===== src/rtl/core/tsv_pkg.sv =====
`timescale 1ns / 1ps
`default_nettype none

package tsv_pkg;

  localparam int unsigned STAMP_W     = 64;
  localparam int unsigned GEN_W       = 64;
  localparam int unsigned US_W        = 54;
  localparam int unsigned CNT_W       = 32;
  localparam int unsigned MAX_AGE_W   = 63;
  localparam int unsigned STATUS_W    = 3;
  localparam int unsigned REM_W       = 10;
  localparam int unsigned DIGIT_W     = 8;
  localparam int unsigned DIV_STAGES  = STAMP_W / DIGIT_W;
  localparam int unsigned MID_DEPTH   = 16;

  localparam logic [MAX_AGE_W-1:0] MAX_AGE_RESET = MAX_AGE_W'(100000000);
  localparam logic [REM_W:0]       US_DIVISOR    = (REM_W + 1)'(1000);
  localparam logic [62:0]          MIN_STAMP_NS  = 63'(1000);

  localparam logic [STATUS_W-1:0] ST_VALID   = 3'd0;
  localparam logic [STATUS_W-1:0] ST_DOMAIN  = 3'd1;
  localparam logic [STATUS_W-1:0] ST_GEN     = 3'd2;
  localparam logic [STATUS_W-1:0] ST_STAMP   = 3'd3;
  localparam logic [STATUS_W-1:0] ST_STALE   = 3'd4;
  localparam logic [STATUS_W-1:0] ST_FUTURE  = 3'd5;
  localparam logic [STATUS_W-1:0] ST_REGRESS = 3'd6;

  typedef struct packed {
    logic signed [STAMP_W-1:0] measure_ns;
    logic signed [STAMP_W-1:0] publish_ns;
    logic                      domain_ok;
    logic [GEN_W-1:0]          gen_id;
  } item_t;

  typedef struct packed {
    logic                      ok;
    logic [STATUS_W-1:0]       status;
    logic [US_W-1:0]           measure_us;
    logic [US_W-1:0]           publish_us;
    logic signed [STAMP_W-1:0] age_ns;
    logic [GEN_W-1:0]          echo_gen;
    logic [CNT_W-1:0]          fail_total;
    logic [CNT_W-1:0]          regress_total;
  } result_t;

  // Classified item handed from the front to the back.
  typedef struct packed {
    logic signed [STAMP_W-1:0] meas;
    logic signed [STAMP_W-1:0] publ;
    logic [GEN_W-1:0]          gen;
    logic [STATUS_W-1:0]       status;
    logic signed [STAMP_W-1:0] age;
    logic [US_W-1:0]           meas_us;
    logic [US_W-1:0]           publ_us;
  } mid_t;

  typedef struct packed {
    logic [DIGIT_W-1:0] q;
    logic [REM_W-1:0]   rem;
  } div_t;

  function automatic logic stamp_ok(logic [STAMP_W-1:0] v);
    return !v[STAMP_W-1] && (v[STAMP_W-2:0] >= MIN_STAMP_NS);
  endfunction

  // One digit of restoring division by 1000: eight narrow compare-subtract steps.
  function automatic div_t div_digit(logic [REM_W-1:0] rem_in, logic [DIGIT_W-1:0] digit);
    div_t           d;
    logic [REM_W:0] r;
    r = {1'b0, rem_in};
    for (int i = DIGIT_W - 1; i >= 0; i--) begin
      r = {r[REM_W-1:0], digit[i]};
      if (r >= US_DIVISOR) begin
        r = r - US_DIVISOR;
        d.q[i] = 1'b1;
      end else begin
        d.q[i] = 1'b0;
      end
    end
    d.rem = r[REM_W-1:0];
    return d;
  endfunction

endpackage

`default_nettype wire


===== src/rtl/core/tsv_back.sv =====
`timescale 1ns / 1ps
`default_nettype none

module tsv_back (
  input  logic              clk,
  input  logic              rst,
  input  logic              mid_valid,
  input  tsv_pkg::mid_t     mid,
  input  logic              out_full,
  output logic              take,
  output tsv_pkg::result_t  res
);

  import tsv_pkg::*;

  logic                      have_last;
  logic [GEN_W-1:0]          last_gen;
  logic signed [STAMP_W-1:0] last_measure;
  logic signed [STAMP_W-1:0] last_publish;
  logic [CNT_W-1:0]          fail_count;
  logic [CNT_W-1:0]          regress_count;
  logic [CNT_W-1:0]          fail_count_next;
  logic [CNT_W-1:0]          regress_count_next;
  logic                      regress;
  logic                      pass;
  logic [STATUS_W-1:0]       status;

  assign take = mid_valid && !out_full;

  assign regress = (mid.status == ST_VALID) && have_last && (last_gen == mid.gen)
                   && ((mid.meas < last_measure) || (mid.publ < last_publish));
  assign status  = regress ? ST_REGRESS : mid.status;
  assign pass    = (status == ST_VALID);

  assign fail_count_next    = (!pass && fail_count != '1) ? fail_count + 1'b1 : fail_count;
  assign regress_count_next = (regress && regress_count != '1) ? regress_count + 1'b1
                                                               : regress_count;

  always_comb begin
    res.ok            = pass;
    res.status        = status;
    res.measure_us    = pass ? mid.meas_us : '0;
    res.publish_us    = pass ? mid.publ_us : '0;
    res.age_ns        = pass ? mid.age : '0;
    res.echo_gen      = mid.gen;
    res.fail_total    = fail_count_next;
    res.regress_total = regress_count_next;
  end

  always_ff @(posedge clk) begin
    if (rst) begin
      have_last     <= 1'b0;
      last_gen      <= '0;
      last_measure  <= '0;
      last_publish  <= '0;
      fail_count    <= '0;
      regress_count <= '0;
    end else if (take) begin
      fail_count    <= fail_count_next;
      regress_count <= regress_count_next;
      if (pass) begin
        have_last    <= 1'b1;
        last_gen     <= mid.gen;
        last_measure <= mid.meas;
        last_publish <= mid.publ;
      end
    end
  end

endmodule

`default_nettype wire


===== config.mk =====
export PLATFORM = sky130hd
export DESIGN_NAME = tsv_back
export DESIGN_NICKNAME = d
export VERILOG_FILES = /design/src/rtl/core/tsv_pkg.sv /design/src/rtl/core/tsv_back.sv
export SDC_FILE = /design/constraint.sdc
export NUM_CORES = 1
export LEC_CHECK = 0
export BUFFER_PORTS_ARGS = -buffer_cell sky130_fd_sc_hd__buf_2
export CAP_MARGIN = 20
export CORE_AREA = 2 2 265 267
export CTS_CLUSTER_DIAMETER = 30
export DETAILED_ROUTE_END_ITERATION = 8
export DIE_AREA = 0 0 267 269
export HOLD_SLACK_MARGIN = 0.02
export PLACE_DENSITY = 0.52
export SLEW_MARGIN = 15
export SYNTH_ARGS = -nofsm -noshare
export SYNTH_HDL_FRONTEND = slang
export SYNTH_SLANG_ARGS = --single-unit

===== constraint.sdc =====
create_clock -name clk -period 5.66 [get_ports clk]
set_clock_uncertainty 0.05 [all_clocks]
set_input_delay 0.849 -clock clk [delete_from_list [all_inputs] [get_ports clk]]
set_output_delay 0.849 -clock clk [all_outputs]
set_load 0.01 [all_outputs]

== Word-level counts from Yosys, hierarchy flattened ==
Cells that the tools add are included.
Widths: inputs -> output; s select.
Word-level totals
  output and inout bits: 305
  bits in registers: 257
  logic and storage cells: 31
  input port bits: 371
Operators by class
  muxes and demuxes: 6
  add/subtract/negate cells: 2
  reductions and logical operators: 12
  order comparisons: 2
  equality and inequality tests: 3
Operators by type and width (number)
  $lt 64x64->1: 2
  $mux 54: 2
  $add 32x1->32 const B: 2
  $eq 64x64->1: 1
  $mux 32: 2
  $mux 64: 1
  $ne 32x32->1 const B: 2
  $logic_and 1x1->1: 6
  $logic_not 3->1: 2
  $mux 3: 1
  $logic_not 1->1: 2
  $reduce_and 2->1: 1
  $logic_or 1x1->1: 1

== Longest topological paths before layout ==
  depth in word-level cells: 9
  depth in mapped cells: 15
  gate-level depth less buffers: 12

== Worst setup path before layout ==
Ideal clock, no wire load.
  kind: input to output
  from: input mid[341] (netlist name)
  to: output res[128] (netlist name)
  required time: 4.761 ns
  arrival: 3.441 ns
  path buffers: 3
  stages on the path: 13
  path slack: 1.320 ns
  cells stage by stage: ha_1 > nand4_1 > nor4_1 > nand4_1 > nor4_1 > a21oi_1 > o211a_1 > or3_1 > inv_2 > buf_6 > buf_2 > clkbuf_1 > and2_1
RTL lines
  start: declaration: RTL line tsv_back.sv:8  | input tsv_pkg::mid_t mid,
  end: declaration: RTL line tsv_back.sv:11  | output tsv_pkg::result_t res

==> results.sh <==
export IMPL_finalSetupTns_ps=0
export IMPL_setup_violations=0
export IMPL_syn_to_final_growth_pct=41.05
export IMPL_syn_area_sq_um=17080
export IMPL_drive_gt1_share_pct=30.20
export IMPL_max_stage_delay_ps=470
export IMPL_synth_edf_count=0
export IMPL_routed_wl_mm=71.57
export IMPL_endpoint_kind="output port"
export IMPL_top_layer_used="met5"
export IMPL_worstPathCellList="inv_1 -> ha_1 -> nand4_1 -> nor4_1 -> nand4_1 -> a22oi_1 -> and4b_1 -> o21a_1 -> or3_1 -> inv_8 -> buf_12 -> buf_12 -> and2_1 -> buf_2"
export IMPL_outcome="finished clean"
export IMPL_dieArea_sq_um=71820
export IMPL_hp_class="reg -> reg"
export IMPL_gp_congestion=0.9287
export IMPL_cts_hold_buffers_added=0
export IMPL_grt_usage_pct=18.92
export IMPL_rsz0062_at_grt="false"
export IMPL_clock_sinks=257
export IMPL_die_x_um=267
export IMPL_hold_viol_final=0
export IMPL_cts_root_buf="clkbuf_16"
export IMPL_post_cts_buffers=0
export IMPL_grt_max_degree=169
export IMPL_clock_latency_ps=620
export IMPL_layout_nets=3356
export IMPL_syn_area_per_cell_sq_um=7.479
export IMPL_required_ps=4760
export IMPL_ys_ff_latch=257
export IMPL_placementRows=97
export IMPL_finalCritPeriodShare_pct=92.19
export IMPL_htree_levels=3
export IMPL_cts_buffers=87
export IMPL_maxCapViolations=0
export IMPL_drt_first_iter_violations=1130
export IMPL_synth_cell_types=64
export IMPL_synth_ff_type="dfxtp_1"
export IMPL_crit_path_start_kind="register"
export IMPL_grt_overflow_total=0
export IMPL_cp_max_fo=50
export IMPL_clk_pin_slew_ps=40
export IMPL_grt_pass1_wl_mm=102.6
export IMPL_coreArea_sq_um=69300
export IMPL_slew_violations=0
export IMPL_grt_pass1_vias=16740
export IMPL_fin_area_sq_um=24090
export IMPL_synthesis_nets=2783
export IMPL_wl_met2_mm=35.36
export IMPL_p_total_w=0.007698
export IMPL_dpl_instance_area_sq_um=20850
export IMPL_hpwl_mm=54.79
export IMPL_hold_slack_ps=398.4
export IMPL_fin_crit_ps=5218
export IMPL_stdcell_count=3887
export IMPL_synthCells=2284
export IMPL_firstDrtPassIters=5
export IMPL_power_density_nw_per_um2=319.5
export IMPL_cpMaxStageDelayCell="or3_1"
export IMPL_vias=17870
export IMPL_initial_core_util_pct=24.65
export IMPL_relSlewSlack_pct=35.65
export IMPL_ys_async_sr_fraction_pct=0
export IMPL_synth_most_common_cell="nand2_1"
export IMPL_antenna_found_initial=28
export IMPL_critPathArrivalTime_ps=4320
export IMPL_p_leak_nw=10.33
export IMPL_yosysSeqAreaShare_pct=30.12
export IMPL_die_h_um=269
export IMPL_drc=0
export IMPL_routedWlPerCell_um=18.41
export IMPL_tritoncts="done"
export IMPL_ant_nets=0
export IMPL_met1_length_mm=29.42
export IMPL_synthTopCellsByArea="dfxtp_1 30%, ha_1 9.4%, a21oi_1 8.2%"
export IMPL_path_buf_inv=5
export IMPL_peakVddDrop_mv=0.1897
export IMPL_dpl_cell_count=3708
export IMPL_avgViaCountPerCell=4.597
export IMPL_cts_resized=0
export IMPL_synth_warnings=0
export IMPL_synth_common_cells="289 x nand2_1, 281 x a21oi_1, 257 x dfxtp_1, 236 x nand3_1, 177 x and2_1"
export IMPL_tightest_slew_ps=965.3
export IMPL_critical_path_class="reg -> out"
export IMPL_clock_path_buffers=3
export IMPL_synth_top_area_share_pct=30.12
export IMPL_fillers=7396
export IMPL_synth_top_cell_by_area="dfxtp_1"
export IMPL_crit_family="simple AND/OR/NAND/NOR gates"
export IMPL_port_buffers=675
export IMPL_wl_met3_mm=4.219
export IMPL_io_pins=676
export IMPL_fmax_mhz=191.6
[state kept, by name, summed over array words and instances, names as in the netlist]
signal	count
regress_count	32
last_publish	64
last_measure	64
have_last	1
fail_count	32
last_gen	64
[final cells by class]
| type | count | area, sq um | area share, % |
|---|---|---|---|
| Multi-Input combinational cell | 1669 | 10280 | 42.67 |
| Sequential cell | 257 | 5145 | 21.35 |
| Timing Repair Buffer | 701 | 3709 | 15.39 |
| Clock buffer | 114 | 2491 | 10.34 |
| Tap cell | 940 | 1176 | 4.882 |
| Clock inverter | 48 | 706.9 | 2.934 |
| Inverter | 141 | 541.8 | 2.249 |
| Antenna cell | 17 | 42.54 | 0.1766 |
[worst min-delay path, cell delays in order (launching register included)]
cell	delay [ps]
dfxtp_1	300
nand2_1	50
a21oi_1	50
[layout by cell type, fill, tap and decap left out, types with 5 or more instances in the layout]
master / count
mux2_1: 5
dfxtp_1: 257
ha_1: 128
a211oi_1: 6
clkbuf_1: 8
nor2_1: 63
nand4_1: 54
inv_1: 139
buf_2: 674
and3_1: 31
clkbuf_16: 89
and4_1: 6
nand2_1: 289
mux2_2: 18
or3_1: 9
or4_1: 30
nor4_1: 22
clkinvlp_4: 6
xnor2_1: 76
nor2b_1: 27
diode_2: 17
a21oi_1: 281
and2_1: 177
xor2_1: 49
buf_12: 10
o31ai_1: 29
nor3_1: 42
o21ai_0: 29
nand3_1: 236
clkbuf_8: 17
nand2b_1: 6
bufinv_16: 16
clkinv_2: 21
a21o_1: 6
buf_4: 16
[report_power, final]
part           internal (W)  switching, W
clock network       0.00379       0.00140
registers           0.00184    0.00000992
logic              0.000264      0.000400
total               0.00589       0.00181
[cells by family after synthesis]
| family | share of synthesized area, % |
|---|---|
| AOI/OAI and AO/OA | 12.56 |
| DFF | 30.12 |
| adders and majority gates | 9.376 |
| xor gates and xnor gates | 6.409 |
| buffers and inverters | 9.735 |
| and+or+nand+nor | 30.22 |
| muxes | 1.575 |
[final timing paths]
path                         start                to  slack, ps  cells after the start
setup / recovery  last_publish[30]          res[212]        440                     14
hold / removal    last_publish[23]  last_publish[23]        400                      2
setup reg to reg  last_publish[30]  last_publish[59]       1140                     14
hold reg to reg   last_publish[23]  last_publish[23]        400                      2
[routing by layer]
layer / global-route usage, % / vias up
met5: 0 / -
met4: 9.794 / 10
met3: 4.749 / 119
met2: 31.78 / 547
met1: 22.31 / 8231
li1: - / 8962
[through the flow]
| step | util (%) | worst slack [ps] |
|---|---|---|
| after global placement | 30.09 | 436.7 |
| final | 34.77 | 442.0 |
| after global routing | 34.74 | 165.3 |
| after floorplan | - | 1320 |
| after detailed placement | 30.09 | 432.4 |
| after CTS | 34.70 | 358.7 |
Note: power is estimated with default switching activity, not from simulation.
