===== src/rtl/core/tsv_fifo.sv =====
`timescale 1ns / 1ps
`default_nettype none

module tsv_fifo #(
  parameter int unsigned WIDTH = 8,
  parameter int unsigned DEPTH = 2
) (
  input  logic             clk,
  input  logic             rst,
  input  logic             push,
  input  logic [WIDTH-1:0] wdata,
  output logic             full,
  input  logic             pop,
  output logic [WIDTH-1:0] rdata,
  output logic             empty
);

  localparam int unsigned AW = (DEPTH > 1) ? $clog2(DEPTH) : 1;
  localparam int unsigned CW = $clog2(DEPTH + 1);

  logic [WIDTH-1:0] mem [DEPTH];
  logic [AW-1:0]    wr_ptr;
  logic [AW-1:0]    rd_ptr;
  logic [CW-1:0]    count;
  logic             do_push;
  logic             do_pop;

  assign full    = (count == CW'(DEPTH));
  assign empty   = (count == '0);
  assign do_push = push && !full;
  assign do_pop  = pop && !empty;
  assign rdata   = mem[rd_ptr];

  always_ff @(posedge clk) begin
    if (do_push) begin
      mem[wr_ptr] <= wdata;
    end
  end

  always_ff @(posedge clk) begin
    if (rst) begin
      wr_ptr <= '0;
      rd_ptr <= '0;
      count  <= '0;
    end else begin
      if (do_push) begin
        wr_ptr <= (wr_ptr == AW'(DEPTH - 1)) ? '0 : wr_ptr + 1'b1;
      end
      if (do_pop) begin
        rd_ptr <= (rd_ptr == AW'(DEPTH - 1)) ? '0 : rd_ptr + 1'b1;
      end
      if (do_push && !do_pop) begin
        count <= count + 1'b1;
      end else if (do_pop && !do_push) begin
        count <= count - 1'b1;
      end
    end
  end

endmodule

`default_nettype wire


===== config.mk =====
export PLATFORM = sky130hd
export DESIGN_NAME = tsv_fifo
export DESIGN_NICKNAME = d
export VERILOG_FILES = /design/src/rtl/core/tsv_fifo.sv
export SDC_FILE = /design/constraint.sdc
export NUM_CORES = 1
export LEC_CHECK = 0
export BUFFER_PORTS_ARGS = -buffer_cell sky130_fd_sc_hd__buf_2
export CAP_MARGIN = 0
export CORE_MARGIN = 2
export CORE_UTILIZATION = 47
export CTS_BUF_LIST = sky130_fd_sc_hd__clkbuf_2 sky130_fd_sc_hd__clkbuf_4 sky130_fd_sc_hd__clkbuf_8
export DETAILED_ROUTE_END_ITERATION = 8
export PLACE_DENSITY = 0.73
export SLEW_MARGIN = 0
export SYNTH_ARGS = -nofsm -noshare
export SYNTH_HDL_FRONTEND = slang
export SYNTH_SLANG_ARGS = --single-unit

===== constraint.sdc =====
create_clock -name clk -period 1.45 [get_ports clk]
set_input_delay 0.145 -clock clk [delete_from_list [all_inputs] [get_ports clk]]
set_output_delay 0.145 -clock clk [all_outputs]
set_load 0.02 [all_outputs]

## After elaboration in Yosys (flattened, before gate mapping)

Memory sizes are Yosys's and may differ from the RTL's. A register that Yosys moved wholly into a read port is not among the register bits.
Index checks and enable logic that the tools add are counted.

- Bits in registers: 4
- Bits in writable memories: 16
- Input bits: 12
- Output and inout port bits: 10
- Memories kept: 1

Memories:

| name | words | bits a word | read ports | clocked after memory_dff | write ports | line | source |
|---|---|---|---|---|---|---|---|
| mem | 2 | 8 | 1 | 1 | 1 | 21 | `logic [WIDTH-1:0] mem [DEPTH];` |

- Add/subtract/negate cells: 4
- Equal/unequal tests: 1
- Muxes and demuxes: 8
- Reductions and logical operators: 10

Operators with widths:

| operator | number |
|---|---|
| $mux 1 | 6 |
| $logic_and 1x1->1 | 4 |
| $logic_not 1->1 | 4 |
| $mux 2 | 2 |
| $add 1x1->1 const B | 2 |
| $add 2x1->2 const B | 1 |
| $eq 2x2->1 const B | 1 |
| $logic_not 2->1 | 1 |
| $reduce_bool 2->1 | 1 |
| $sub 2x1->2 const B | 1 |

## Logic depth before layout (Yosys ltp)

Gate-level depths: netlist of the first run.

- Word-level depth: 7
- Gate-level depth with buffers: 6

## Least setup slack after synthesis of the first run

No wires, ideal clock.

- Path type: flip-flop to flip-flop
- Start: register count[1]
- End: register count[1]
- Setup time: 0.070 ns
- Arrival time: 1.517 ns
- Data required time: 1.380 ns
- Slack: -0.137 ns
- Cell stages (with the launch flop): 6
- Path buffers: 0
- Cells stage by stage: dfxtp_1 nor2b_2 nor2_1 ha_1 or3_1 a21oi_1

- Word-level cells in the longest chain between the ends: 6
- Elaborated cells between the ends (all ways): 15
- Those cells by class: add/sub (2); eq/ne (1); mux (2); reduce/logical (10)

RTL lines:

| element | line | source |
|---|---|---|
| start, declared | 24 | `logic [CW-1:0] count;` |
| start signal, assigned | 53 | `count <= count + 1'b1;` |
| start signal, assigned | 55 | `count <= count - 1'b1;` |
| $eq 2x2->1 * | 28 | `assign full = (count == CW'(DEPTH));` |
| net full | 12 | `output logic full,` |
| $logic_not 1->1 * | 30 | `assign do_push = push && !full;` |
| $logic_and 1x1->1 * | 30 |  |
| $logic_not 1->1 | 54 | `end else if (do_pop && !do_push) begin` |
| $logic_and 1x1->1 | 54 |  |
| $reduce_bool 2->1 (no line) | - |  |

Mark *: on every way through the listed nets, which the timed path passes. The rest lies on a longest branch. The select of a mux whose other input is x is not followed.
A chain may end at the register's enable or synchronous reset.

## Worst setup path in the final report of the first run

- Start: register count[1]
- End: memory mem[0][2], enable pin

- Word-level cells in the longest chain between the ends: 5

RTL lines:

| element | line | source |
|---|---|---|
| $eq 2x2->1 | 28 |  |
| $logic_not 1->1 | 30 |  |
| $logic_and 1x1->1 | 30 |  |
| $mux 1 | 35 | `if (do_push) begin` |
| $mux 1 (not written as such) | 36 | `mem[wr_ptr] <= wdata;` |
| end, declared | 21 |  |

No other way between the ends.

==> impl_metrics.env, run 1 <==
export IMPL_cts_buffers=3
export IMPL_worstPathMaxFanout=8
export IMPL_synth_area_top_cells="edfxtp_1, dfxtp_1, mux2_2, xor2_1, nor2_1"
export IMPL_final_min_clock_period_ps=1430
export IMPL_critPathCaptureType="flip-flop"
export IMPL_fin_nets=93
export IMPL_fmax_mhz=700
export IMPL_worstMarginPinSlew_ps=186
export IMPL_outcome="finished clean"
export IMPL_yosys_cell_types_count=13
export IMPL_die_h_microns=45.1
export IMPL_wl_per_cell_microns=12.6
export IMPL_required_ps=1460
export IMPL_num_fill_cells=122
export IMPL_max_slew_margin=0.876
export IMPL_power_total_mw=1.82
export IMPL_ant_nets=0
export IMPL_fin_worst_skew_ps=4.75
export IMPL_crit_chain="nor2b_4 -> buf_4 -> or3_1 -> inv_2 -> buf_12"
export IMPL_drv_cap=0
export IMPL_grt_max_degree=12
export IMPL_syn_area_per_cell_sq_um=15.9
export IMPL_synth_seq_area_share=0.732
export IMPL_grt_pass1_wl_mm=1.97
export IMPL_antenna_found_initial=0
export IMPL_dieArea_sq_um=2030
export IMPL_cts_root_buf="clkbuf_4"
export IMPL_core_area_sq_um=1540
export IMPL_n_antenna_cell=0
export IMPL_globalplace_congestion=0.684
export IMPL_grt_pass1_vias=498
export IMPL_clkLatencyLatePin_ps=290
export IMPL_post_route_period_util=0.985
export IMPL_hold_path_class="input pin to flip-flop"
export IMPL_start_kind="flip-flop"
export IMPL_routed_via_count=475
export IMPL_max_stage_delay_ps=350
export IMPL_grt_usage=0.140
export IMPL_hold_viol=0
export IMPL_die_w_microns=45.1
export IMPL_detailed_place_hpwl_microns=908
export IMPL_p_leak_nw=0.416
export IMPL_cts_tree="done"
export IMPL_slew_violations=0
export IMPL_initial_core_util=0.515
export IMPL_via_per_inst=5.00
export IMPL_firstDrtPassIters=4
export IMPL_setup_viol=0
export IMPL_fin_ws_ps=22.4
export IMPL_rsz0062_at_grt="yes"
export IMPL_multiInputGateArea_sq_um=211
export IMPL_power_density_nw_per_um2=1770
export IMPL_h_tree_depth=1
export IMPL_synthCells=50
export IMPL_drt_iter0_markers=3
export IMPL_slowest_stage="dfxtp_2"
export IMPL_routed_wl_mm=1.20
export IMPL_ir_drop_v=0.00107
export IMPL_yosys_warnings=0
export IMPL_drc=0
export IMPL_drive_above_1_share=0.570
export IMPL_clock_sinks=21
export IMPL_ctsHoldBuffers=0
export IMPL_criticalPathCategory="flip-flop to flip-flop"
export IMPL_numPortBuffers=21
export IMPL_syn_cell_area_sq_um=793
export IMPL_synthesis_nets=63
export IMPL_design_area_sq_um=1030
export IMPL_area_growth_pct=29.3
export IMPL_instances_no_fill=95
export IMPL_io_pins=22
export IMPL_grt_overflow=0
export IMPL_yosys_area_top_type_share=0.606
export IMPL_synth_seq_cells=21
export IMPL_place_ws_ps=-11.6
export IMPL_rows=14
export IMPL_ff_latch_area_sq_um=589
export IMPL_cts_clk_slew_worst_paths_ps=100
export IMPL_worst_ep_arrival_time_ps=1440
export IMPL_place_area_sq_um=976
export IMPL_synth_top_area_cell="edfxtp_1"
export IMPL_dp_cells=90
export IMPL_clock_path_buffers=2
==> placed cells by master, fill, tap and decap left out <==
cell	count
buf_2	21
edfxtp_1	16
mux2_2	8
nor2_1	4
clkbuf_4	4
xor2_1	3
buf_4	3
or3_1	2
o21ai_0	2
a21oi_1	2
dfxtp_4	2
buf_12	2
dfxtp_1	2
nor2b_4	1
inv_1	1
nor2_2	1
and2_1	1
o21ai_2	1
inv_2	1
ha_1	1
dfxtp_2	1
==> layer usage <==
metal  track usage  wire length (microns)  vias to the layer above  share of wire
li1              -                      -                      239              -
met1         0.141                    488                      221           0.41
met2         0.246                    625                       13           0.52
met3        0.0520                     74                        2          0.062
met4        0.0765                      9                        0         0.0075
met5             0                      0                        -              0
==> path summary, 6_finish.rpt <==
kind                  from   endpoint  slack, ps  depth (start not counted)
hold reg to reg     wr_ptr     wr_ptr        490                          2
setup / recovery  count[1]  mem[0][2]         20                          5
setup reg to reg  count[1]  mem[0][2]         20                          5
hold / removal    wdata[3]  mem[0][3]         40                          1
==> repair_timing <==
item                       4_1_cts  5_1_grt
buffers inserted                 0        1
gates resized for setup          2        5
setup endpoints to repair        9        6
==> cell usage after synthesis <==
| cell type | instances |
|---|---|
| dfxtp_1 | 5 |
| or3_1 | 2 |
| a21oi_1 | 2 |
| and2_1 | 1 |
| nor2b_2 | 1 |
| o21ai_0 | 3 |
| inv_1 | 2 |
| mux2_2 | 8 |
| edfxtp_1 | 16 |
| nor2_1 | 5 |
| xor2_1 | 3 |
| ha_1 | 1 |
| buf_2 | 1 |
==> stage by stage <==
stage | TNS, ps | hold slack, ps | utilization
6_report | 0 | 41.1 | 0.666
3_5_place_dp | -11.6 | 337 | 0.633
3_3_place_gp | 0 | 332 | 0.633
2_1_floorplan | -13.5 | 207 | -
5_1_grt | -177 | 22.4 | 0.666
4_1_cts | 0 | 26.7 | 0.653
==> state kept, by name, summed over array words and instances, names as in the netlist, named ones only <==
register	flops
count	2
mem	16
rd_ptr	1
wr_ptr	1
==> cells by family after synthesis <==
| logic type | Yosys count | share of synthesized area |
|---|---|---|
| mux | 8 | 0.114 |
| buf+inv | 3 | 0.0158 |
| compound gates | 5 | 0.0315 |
| fa+ha+maj | 1 | 0.0158 |
| flops | 21 | 0.732 |
| simple gates | 9 | 0.0584 |
| xor+xnor | 3 | 0.0331 |
==> final cells by class <==
type,count,share of cell area
Sequential cell,21,0.574
Multi-Input combinational cell,26,0.206
Clock buffer,4,0.0293
Timing Repair Buffer,26,0.163
Inverter,2,0.00732
Tap cell,16,0.0195
==> report_power, final <==
part           internal (mW)  switching (mW)  total (mW)
logic                  0.336           0.340       0.676
registers              0.784          0.0845       0.868
clock network          0.125           0.151       0.276
==> worst max-delay path: cells and delay by family (launching register included) <==
family        cells  cell delay [ps]
flops             1              350
simple gates      2              470
buf+inv           3              330
Power figures use the tool's default switching activity.
==> run 2: changes to the inputs <==
- CORE_UTILIZATION: 47 -> 41
- PLACE_DENSITY: 0.73 -> 0.65
==> impl_metrics.env, run 2 (synthesis gave the netlist of run 1 again) <==
export IMPL_outcome="finished clean"
export IMPL_power_density_nw_per_um2=1770
export IMPL_grt_pass1_wl_mm=1.75
export IMPL_r2r_end="count[1]"
export IMPL_rsz0062_at_grt="yes"
export IMPL_clock_path_buffers=2
export IMPL_power_total_mw=1.79
export IMPL_drive_above_1_share=0.544
export IMPL_setup_viol=0
export IMPL_layout_common_cells="buf_2, edfxtp_1, mux2_2"
export IMPL_cts_root_buf="clkbuf_4"
export IMPL_fin_nets=93
export IMPL_grt_pass1_vias=409
export IMPL_reg2reg_depth=5
export IMPL_criticalPathCategory="flip-flop to flip-flop"
export IMPL_r2r_setup_slack_ps=20
export IMPL_max_slew_margin=0.869
export IMPL_post_route_period_util=0.989
export IMPL_wl_per_cell_microns=11.3
export IMPL_initial_core_util=0.450
export IMPL_die_w_microns=48.0
export IMPL_grt_max_degree=12
export IMPL_grt_overflow=0
export IMPL_setup_tns_final_ps=0
export IMPL_core_area_sq_um=1760
export IMPL_io_pins=22
export IMPL_r2r_start="count[1]"
export IMPL_die_h_microns=48.0
export IMPL_clock_sinks=21
export IMPL_max_flop_register="mem"
export IMPL_hold_path_class="input pin to flip-flop"
export IMPL_hold_start="wdata[6]"
export IMPL_p_leak_nw=0.403
export IMPL_final_min_clock_period_ps=1430
export IMPL_ir_drop_v=0.00114
export IMPL_fin_worst_skew_ps=4.67
export IMPL_h_tree_depth=1
export IMPL_numPortBuffers=21
export IMPL_ff_latch_area_sq_um=589
export IMPL_start_kind="flip-flop"
export IMPL_required_ps=1670
export IMPL_place_area_sq_um=955
export IMPL_ctsHoldBuffers=0
export IMPL_cts_buffers=3
export IMPL_area_growth_pct=27.3
export IMPL_instances_no_fill=104
export IMPL_final_common_cell="buf_2"
export IMPL_dp_cells=98
export IMPL_antenna_found_initial=0
export IMPL_detailed_place_hpwl_microns=846
export IMPL_worstPathMaxFanout=4
export IMPL_design_area_sq_um=1010
export IMPL_dieArea_sq_um=2300
export IMPL_cts_clk_slew_worst_paths_ps=110
export IMPL_drc=0
export IMPL_grt_usage=0.115
export IMPL_largest_reg_flops=16
export IMPL_critPathCaptureType="flip-flop"
export IMPL_whs_path_depth=1
export IMPL_hold_viol=0
export IMPL_globalplace_congestion=0.720
export IMPL_hold_path_end="mem[1][6]"
export IMPL_drv_cap=0
export IMPL_fmax_mhz=698
export IMPL_cts_tree="done"
export IMPL_clkLatencyLatePin_ps=290
export IMPL_drt_iter0_markers=9
export IMPL_reg_top3="mem (16), count (2)"
export IMPL_worst_ep_arrival_time_ps=1660
export IMPL_n_antenna_cell=0
export IMPL_worstMarginPinSlew_ps=196
export IMPL_routed_wl_mm=1.17
export IMPL_firstDrtPassIters=4
export IMPL_multiInputGateArea_sq_um=205
export IMPL_slew_violations=0
export IMPL_rows=15
export IMPL_num_fill_cells=175
export IMPL_via_per_inst=4.63
export IMPL_routed_via_count=481
export IMPL_ant_nets=0
[run 2: report_power, final]
group	leakage (nW)	internal, mW	switching [mW]
clock	0.0184	0.126	0.154
combinational	0.193	0.310	0.332
sequential	0.192	0.784	0.0806
total	0.403	1.22	0.566
[run 2: final cells by class]
cell class / count / area share
sequential: 21 / 0.584
inverter: 2 / 0.0112
multi-input combinational: 26 / 0.203
clock buffer: 4 / 0.0297
timing repair buffer: 26 / 0.141
tap: 25 / 0.0310
[run 2: what timing repair did]
action                     CTS  global route
setup buffers                0             2
setup endpoints to repair    9            17
gates cloned                 0             0
gates resized for setup      2             3
[run 2: layer usage]
| layer | global-route usage | up-vias | share of wire |
|---|---|---|---|
| met2 | 0.179 | 17 | 0.51 |
| li1 | - | 241 | - |
| met1 | 0.141 | 221 | 0.42 |
| met4 | 0.0649 | 0 | 0.0051 |
| met3 | 0.0377 | 2 | 0.061 |
| met5 | 0 | - | 0 |
[run 2: stage by stage]
stage / util / hold WS [ps] / setup WS (ps)
3_3_place_gp: 0.541 / 333 / 15.0
6_report: 0.572 / 35.5 / 16.4
2_1_floorplan: - / 207 / -13.5
5_1_grt: 0.572 / 15.3 / -75.6
3_5_place_dp: 0.541 / 336 / 13.6
4_1_cts: 0.559 / 30.7 / 8.18
[run 2: critical path: stages, from the launching register on]
cell and delay (ps):
dfxtp_4 370, nor2b_4 150, nor2_1 60, ha_1 300, or3_1 340, a21oi_1 130
[run 2: how the worst max path moves through the flow]
stage,from,to,slack (ps),depth (start not counted)
2_1_floorplan,count[1],count[1],-10,5
3_3_place_gp,count[0],count[1],20,4
3_5_place_dp,count[0],count[1],10,4
4_1_cts,count[1],count[1],8,5
5_1_grt,count[1],count[1],-80,6
6_report,count[1],count[1],20,5
